## src/design/movem_pkg.sv

```systemverilog
// types and constants shared by the movem register list converter
package movem_pkg;

  // one character of a register list
  typedef struct packed {
    logic [7:0] character;
    logic       last_char;
    logic       predecrement;
  } in_item_t;

  // finished mask and status of one list
  typedef struct packed {
    logic [15:0] register_mask;
    logic [1:0]  status;
  } out_item_t;

  // status codes
  localparam logic [1:0] STATUS_CONVERTED = 2'd0;
  localparam logic [1:0] STATUS_NATIVE    = 2'd1;
  localparam logic [1:0] STATUS_MALFORMED = 2'd2;

  // characters of the list syntax
  localparam logic [7:0] CH_DATA  = 8'h64;  // d
  localparam logic [7:0] CH_ADDR  = 8'h61;  // a
  localparam logic [7:0] CH_DASH  = 8'h2d;  // -
  localparam logic [7:0] CH_SLASH = 8'h2f;  // /
  localparam logic [7:0] CH_HASH  = 8'h23;  // #
  localparam logic [7:0] CH_ZERO  = 8'h30;  // 0

  // highest register number of each kind (a7 is not allowed)
  localparam logic [2:0] DATA_LIMIT = 3'd7;
  localparam logic [2:0] ADDR_LIMIT = 3'd6;

  // token parser phases
  typedef enum logic [5:0] {
    PH_LETTER  = 6'b000001,  // expecting register letter
    PH_DIGIT   = 6'b000010,  // expecting first digit
    PH_SEP     = 6'b000100,  // after a register: slash or dash
    PH_RLETTER = 6'b001000,  // expecting range end letter
    PH_RDIGIT  = 6'b010000,  // expecting range end digit
    PH_RSEP    = 6'b100000   // after a range: slash
  } phase_e;

  // parser state carried between items
  typedef struct packed {
    logic [15:0] mask_acc;
    phase_e      token_phase;
    logic [2:0]  range_start;
    logic        is_address_kind;
    logic        first_pending;
    logic        error_seen;
    logic        native_form;
    logic        reverse_latched;
  } parse_st_t;

endpackage

```

## src/design/movem_step.sv

```systemverilog
// next parser state for one character of a register list
module movem_step (
  input  movem_pkg::parse_st_t cur_i,
  input  logic [7:0]           character_i,
  input  logic                 predecrement_i,
  output movem_pkg::parse_st_t nxt_o
);

  logic [7:0] dig;
  logic [2:0] lim;
  logic       dig_ok;
  logic       run;

  // mask of registers lo..hi of one kind
  function automatic logic [15:0] span_bits(logic [2:0] lo, logic [2:0] hi, logic addr);
    logic [8:0] upper;
    logic [7:0] lower;
    logic [7:0] m;
    upper = (9'd2 << hi) - 9'd1;
    lower = (8'd1 << lo) - 8'd1;
    m = upper[7:0] & ~lower;
    return addr ? {m, 8'h00} : {8'h00, m};
  endfunction

  assign dig    = character_i - movem_pkg::CH_ZERO;
  assign lim    = cur_i.is_address_kind ? movem_pkg::ADDR_LIMIT : movem_pkg::DATA_LIMIT;
  assign dig_ok = dig <= {5'd0, lim};

  // first-character handling and token decode
  always_comb begin
    nxt_o = cur_i;
    run   = 1'b0;
    if (cur_i.first_pending) begin
      nxt_o.first_pending   = 1'b0;
      nxt_o.reverse_latched = predecrement_i;
      if (character_i == movem_pkg::CH_HASH) begin
        nxt_o.native_form = 1'b1;
      end else begin
        run = 1'b1;
      end
    end else begin
      run = !cur_i.native_form && !cur_i.error_seen;
    end

    if (run) begin
      unique case (cur_i.token_phase)
        movem_pkg::PH_LETTER: begin
          if (character_i == movem_pkg::CH_DATA || character_i == movem_pkg::CH_ADDR) begin
            nxt_o.is_address_kind = (character_i == movem_pkg::CH_ADDR);
            nxt_o.token_phase     = movem_pkg::PH_DIGIT;
          end else begin
            nxt_o.error_seen = 1'b1;
          end
        end
        movem_pkg::PH_DIGIT: begin
          if (dig_ok) begin
            nxt_o.range_start = dig[2:0];
            nxt_o.mask_acc    = cur_i.mask_acc |
                                span_bits(dig[2:0], dig[2:0], cur_i.is_address_kind);
            nxt_o.token_phase = movem_pkg::PH_SEP;
          end else begin
            nxt_o.error_seen = 1'b1;
          end
        end
        movem_pkg::PH_SEP: begin
          if (character_i == movem_pkg::CH_SLASH) begin
            nxt_o.token_phase = movem_pkg::PH_LETTER;
          end else if (character_i == movem_pkg::CH_DASH) begin
            nxt_o.token_phase = movem_pkg::PH_RLETTER;
          end else begin
            nxt_o.error_seen = 1'b1;
          end
        end
        movem_pkg::PH_RLETTER: begin
          if (character_i == (cur_i.is_address_kind ? movem_pkg::CH_ADDR
                                                    : movem_pkg::CH_DATA)) begin
            nxt_o.token_phase = movem_pkg::PH_RDIGIT;
          end else begin
            nxt_o.error_seen = 1'b1;
          end
        end
        movem_pkg::PH_RDIGIT: begin
          if (dig_ok && dig > {5'd0, cur_i.range_start}) begin
            nxt_o.mask_acc    = cur_i.mask_acc |
                                span_bits(cur_i.range_start, dig[2:0], cur_i.is_address_kind);
            nxt_o.token_phase = movem_pkg::PH_RSEP;
          end else begin
            nxt_o.error_seen = 1'b1;
          end
        end
        movem_pkg::PH_RSEP: begin
          if (character_i == movem_pkg::CH_SLASH) begin
            nxt_o.token_phase = movem_pkg::PH_LETTER;
          end else begin
            nxt_o.error_seen = 1'b1;
          end
        end
        default: begin
          nxt_o.error_seen = 1'b1;
        end
      endcase
    end
  end

endmodule

```

## src/design/movem_register_list_to_mask.sv

```systemverilog
// movem register list converter: one character per item in, one mask and status per list out.
// Each character is held in an input register and is decoded there into the parser state,
// which updates when the character moves on; the item marked last loads the result register
// at the same edge. A new character is taken every cycle, and the input stalls only while a
// finished result waits in the result register and the character in the input register is
// also the last of its list. A result is presented from the result register once its last
// character has moved on from the input register.
module movem_register_list_to_mask (
  input  logic                 clk_i,
  input  logic                 rst_ni,
  input  logic                 in_valid_i,
  output logic                 in_stall_o,
  input  movem_pkg::in_item_t  in_item_i,
  output logic                 out_valid_o,
  input  logic                 out_stall_i,
  output movem_pkg::out_item_t out_item_o
);

  logic                 s1_valid_q, s1_valid_d;
  movem_pkg::in_item_t  s1_item_q;
  logic                 in_acc;
  logic                 adv;
  movem_pkg::parse_st_t st_q, st_d, st_next;
  logic                 out_valid_q, out_valid_d;
  movem_pkg::out_item_t out_item_q, result;
  logic                 bad_end;

  // stage handshake: a non-last item always moves on
  assign adv = s1_valid_q &&
               (!s1_item_q.last_char || !out_valid_q || !out_stall_i);
  assign in_stall_o = s1_valid_q && !adv;
  assign in_acc     = in_valid_i && !in_stall_o;
  assign s1_valid_d = in_acc || (s1_valid_q && !adv);

  // character decode
  movem_step u_step (
    .cur_i          (st_q),
    .character_i    (s1_item_q.character),
    .predecrement_i (s1_item_q.predecrement),
    .nxt_o          (st_next)
  );

  // result of a finished list
  assign bad_end = st_next.error_seen ||
                   st_next.token_phase == movem_pkg::PH_DIGIT ||
                   st_next.token_phase == movem_pkg::PH_RLETTER ||
                   st_next.token_phase == movem_pkg::PH_RDIGIT;

  always_comb begin
    result.register_mask = 16'h0000;
    if (st_next.native_form) begin
      result.status = movem_pkg::STATUS_NATIVE;
    end else if (bad_end) begin
      result.status = movem_pkg::STATUS_MALFORMED;
    end else begin
      result.status = movem_pkg::STATUS_CONVERTED;
      for (int i = 0; i < 16; i++) begin
        result.register_mask[i] = st_next.reverse_latched ? st_next.mask_acc[15 - i]
                                                          : st_next.mask_acc[i];
      end
    end
  end

  // parser state: back to reset after the last character
  always_comb begin
    st_d = st_q;
    if (adv) begin
      if (s1_item_q.last_char) begin
        st_d = '{mask_acc: 16'h0000, token_phase: movem_pkg::PH_LETTER, range_start: 3'd0,
                 is_address_kind: 1'b0, first_pending: 1'b1, error_seen: 1'b0,
                 native_form: 1'b0, reverse_latched: 1'b0};
      end else begin
        st_d = st_next;
      end
    end
  end

  // result register occupancy
  always_comb begin
    out_valid_d = out_valid_q;
    if (adv && s1_item_q.last_char) begin
      out_valid_d = 1'b1;
    end else if (out_valid_q && !out_stall_i) begin
      out_valid_d = 1'b0;
    end
  end

  // control registers
  always_ff @(posedge clk_i or negedge rst_ni) begin
    if (!rst_ni) begin
      s1_valid_q  <= 1'b0;
      out_valid_q <= 1'b0;
      st_q        <= '{mask_acc: 16'h0000, token_phase: movem_pkg::PH_LETTER,
                       range_start: 3'd0, is_address_kind: 1'b0, first_pending: 1'b1,
                       error_seen: 1'b0, native_form: 1'b0, reverse_latched: 1'b0};
    end else begin
      s1_valid_q  <= s1_valid_d;
      out_valid_q <= out_valid_d;
      st_q        <= st_d;
    end
  end

  // payload registers
  always_ff @(posedge clk_i) begin
    if (in_acc) begin
      s1_item_q <= in_item_i;
    end
    if (adv && s1_item_q.last_char) begin
      out_item_q <= result;
    end
  end

  assign out_valid_o = out_valid_q;
  assign out_item_o  = out_item_q;

endmodule
```

## config.mk

```make
export PLATFORM = sky130hd
export DESIGN_NAME = movem_register_list_to_mask
export DESIGN_NICKNAME = d
export VERILOG_FILES = /design/src/design/movem_pkg.sv /design/src/design/movem_step.sv /design/src/design/movem_register_list_to_mask.sv
export SDC_FILE = /design/constraint.sdc
export NUM_CORES = 1
export LEC_CHECK = 0
export ABC_AREA = 1
export BUFFER_PORTS_ARGS = -buffer_cell sky130_fd_sc_hd__buf_2
export CAP_MARGIN = 20
export CORE_AREA = 2 2 85 87
export CTS_CLUSTER_DIAMETER = 200
export CTS_CLUSTER_SIZE = 16
export DETAILED_ROUTE_END_ITERATION = 7
export DIE_AREA = 0 0 87 89
export PLACE_DENSITY = 0.77
export SYNTH_ARGS = -nofsm -noshare
export SYNTH_HDL_FRONTEND = slang
export SYNTH_HIERARCHICAL = 1
export SYNTH_SLANG_ARGS = --single-unit
```

## constraint.sdc

```tcl
create_clock -name clk_i -period 2.8 [get_ports clk_i]
set_input_delay 0.14 -clock clk_i [delete_from_list [all_inputs] [get_ports clk_i]]
set_output_delay 0.14 -clock clk_i [all_outputs]
set_load 0.005 [all_outputs]
```

==> metrics <==
Final Non-Filler Cells=647; Tcrit/Tclk final=0.933; Fin. Hold Viols=0; I/O Pins=34; number of DRC markers in iteration 0=333; Syn-to-layout area delta=14.8%; ys flop type=dfrtp_1; Std-Cell Rows=30; Slew HR=0.492; total global-route track usage=0.271; Simple-Gate Fraction of Synth Area=0.317; Clock Sinks=60; Setup Viol. Count Final=0; IO buf count=33; initial antenna violation count=0; worst-skew pair later-pin latency=0.34 ns; ys async rst share=0.533; final design utilization=0.675; Min-Delay Startpoint=in_valid_i; DIE AREA=7740 sq um; final clock skew=0.0103 ns; Worst Hold Path Cells=3; final HPWL from detailed placement=6940 um; antenna diode count=0; slowest cell on the critical path=edfxtp_1; largest cells by area after synthesis=edfxtp_1 21%, dfrtp_1 19%, nand2_1 14%; min Tclk post-route=2.61 ns; Chip Height=89 um; Synth Area in Compound Gates=0.129; Slew Limit Fails=0; first-pass iteration count of the detailed router=5; worst-path fanout max=8; share of the synthesized area in the top cell type=0.213; Num CTS Buffers=9; status=complete, no violations; #FFs+latches synth=60; CP endpoint kind=register; post-synth cell types=37; number of global-route vias before repair=3424; Congestion Overflow GR=0; initial core utilization=0.588; number of synthesized flops with an enable pin=28; VDD IR-drop max=0.000322 V; Core Box Area=6720 sq um; gpl congestion=0.979; syn nets=530; critical path's largest stage delay=0.53 ns; Synth Area in Adders=0.0190; final antenna-violating net count=0; pwr dens=487 nW/um^2; CP Class=reg2reg; clk slew on worst S/H paths=0.07 ns; dpl cells=616; Post-Synth XOR/XNOR Area=0; total wire length=9770 um; DR vias=3563; Pleak=0.00215 uW; Yosys Warn Count=6; nets@finish=582; FMAX=0.383 GHz; Buf/Inv on CP=5; delay-heaviest family, CP=simple AND/OR/NAND/NOR gates; maxcap violations=0; H-tree levels=3; met1 wire length=4200 um; worst path cell trace=inv_2 -> nand2_1 -> nor2_1 -> inv_1 -> ha_1 -> inv_1 -> o21ai_0 -> nand2_1 -> inv_1 -> nand3_1 -> nand2_1 -> o21ai_1 -> nand2_1 -> inv_1 -> nor2_1 -> a21oi_1 -> nor2_2; Worst Setup SP=s1_item_q[3]; root buffer cell=clkbuf_8; critical path startpoint category=register; reg-to-reg startpoint=s1_item_q[3]; CTS tree=built; Yosys top cell by area=edfxtp_1; Post-Place Worst Slack=0.0885 ns; wire per inst=15.1 um; mux cell area share after synthesis=0.0253; combinational family with the most area after synthesis=simple AND/OR/NAND/NOR gates; CP required=2.90 ns; syn avg cell area=7.74 sq um; Crit path depth=17; Mapped Cells=510; vias per cell=5.51; DR top layer=met4; synthesized area=3950 sq um; layout cells sized above 1=0.208; largest net degree at the start of global routing=33; post-synthesis sequential area ratio=0.416; metal2 WL=4910 um; Hold Path Class=in2reg; Final WS setup=0.186 ns; Die X=87 um; WP data arrival=2.71 ns; CTS Buffer Depth=2; Final Total Pwr=2210 uW; drt drc=0; Least-Margin Pin Slew=0.763 ns; global-route wire length before repair=16100 um; R2R depth=17; met3 WL=471 um
## flip-flops by register name, indices dropped and copies added, names as in the netlist
name         flops
st_q            30
out_item_o      18
out_valid_o      1
s1_item_q       10
s1_valid_q       1
## timing repair
action,CTS,global route
endpoints found under the hold margin,40,0
endpoints found under the setup margin,0,16
gates resized for setup,0,7
hold buffers,11,0
buffers inserted,0,3
## worst paths after layout
| kind | to | slack (ns) |
|---|---|---|
| hold / removal | s1_valid_q | 0.02 |
| max in group asynchronous | st_q[4] | 1.84 |
| min in group asynchronous | st_q[24] | 0.41 |
| setup / recovery | out_item_o[7] | 0.19 |
| setup reg to reg | out_item_o[7] | 0.19 |
| hold reg to reg | st_q[0] | 0.48 |
## worst reg2reg max path: stages, from the launching register on
cell and delay, ns:
edfxtp_1 0.53, inv_2 0.16, nand2_1 0.13, nor2_1 0.16
inv_1 0.06, ha_1 0.25, inv_1 0.09, o21ai_0 0.08
nand2_1 0.06, inv_1 0.09, nand3_1 0.11, nand2_1 0.06
o21ai_1 0.13, nand2_1 0.09, inv_1 0.11, nor2_1 0.06
a21oi_1 0.17, nor2_2 0.06
## metrics by stage
stage / hold slack [ns] / area (sq um) / TNS [ns]
2_1_floorplan: -0.156 / 3950 / 0
3_3_place_gp: 0.246 / 4150 / 0
3_5_place_dp: 0.250 / 4150 / 0
4_1_cts: 0.00568 / 4480 / 0
5_1_grt: 0.0329 / 4530 / -0.00129
6_report: 0.0173 / 4530 / 0
## cell usage after synthesis, types with 2 or more instances
cell type,n
nand2_1,152
inv_1,60
nor2_1,48
nand3_1,32
dfrtp_1,30
edfxtp_1,28
o21ai_0,19
a21oi_1,17
nor2_2,15
a22o_1,14
mux2i_1,10
o21ai_2,10
inv_2,9
nor2_4,8
o21ai_1,7
buf_6,6
ha_1,6
nand4_1,5
nand2_2,4
nor3_1,4
buf_2,3
buf_4,3
o21bai_1,3
a21o_1,2
dfstp_2,2
o22ai_1,2
## logic make-up after synthesis
| family | after synthesis |
|---|---|
| other | 1 |
| buffers and inverters | 81 |
| muxes | 10 |
| DFF | 60 |
| adders and majority gates | 6 |
| AOI/OAI and AO/OA | 78 |
| and+or+nand+nor | 274 |
## routing by layer
| metal | track usage | vias to the layer above |
|---|---|---|
| met3 | 0.0572 | 17 |
| li1 | - | 1765 |
| met2 | 0.473 | 113 |
| met4 | 0.0895 | 0 |
| met5 | 0 | - |
| met1 | 0.335 | 1668 |
## where the power goes
group	internal [uW]	switching, uW	total (uW)
sequential	960	22.9	983
clock	549	349	898
combinational	106	223	329
total	1610	595	2210
## layout by cell type, fill, tap and decap left out, drive strengths merged, types with 12 or more instances in the layout
cell type  instances
buf               41
nor2              72
nand3             35
clkbuf            12
inv               69
o21ai             36
dfrtp             30
edfxtp            28
a22o              14
nand2            157
a21oi             17
## cell type report
class                   count  area, sq um
clock inverters             4         72.6
multi-input cells         370         1970
inverters                  69          259
flip-flops and latches     60         1650
well taps                  80          100
clock buffers              12          155
repair buffers             52          335
fillers                   568         2180
Note: power is estimated with default switching activity, not from simulation.
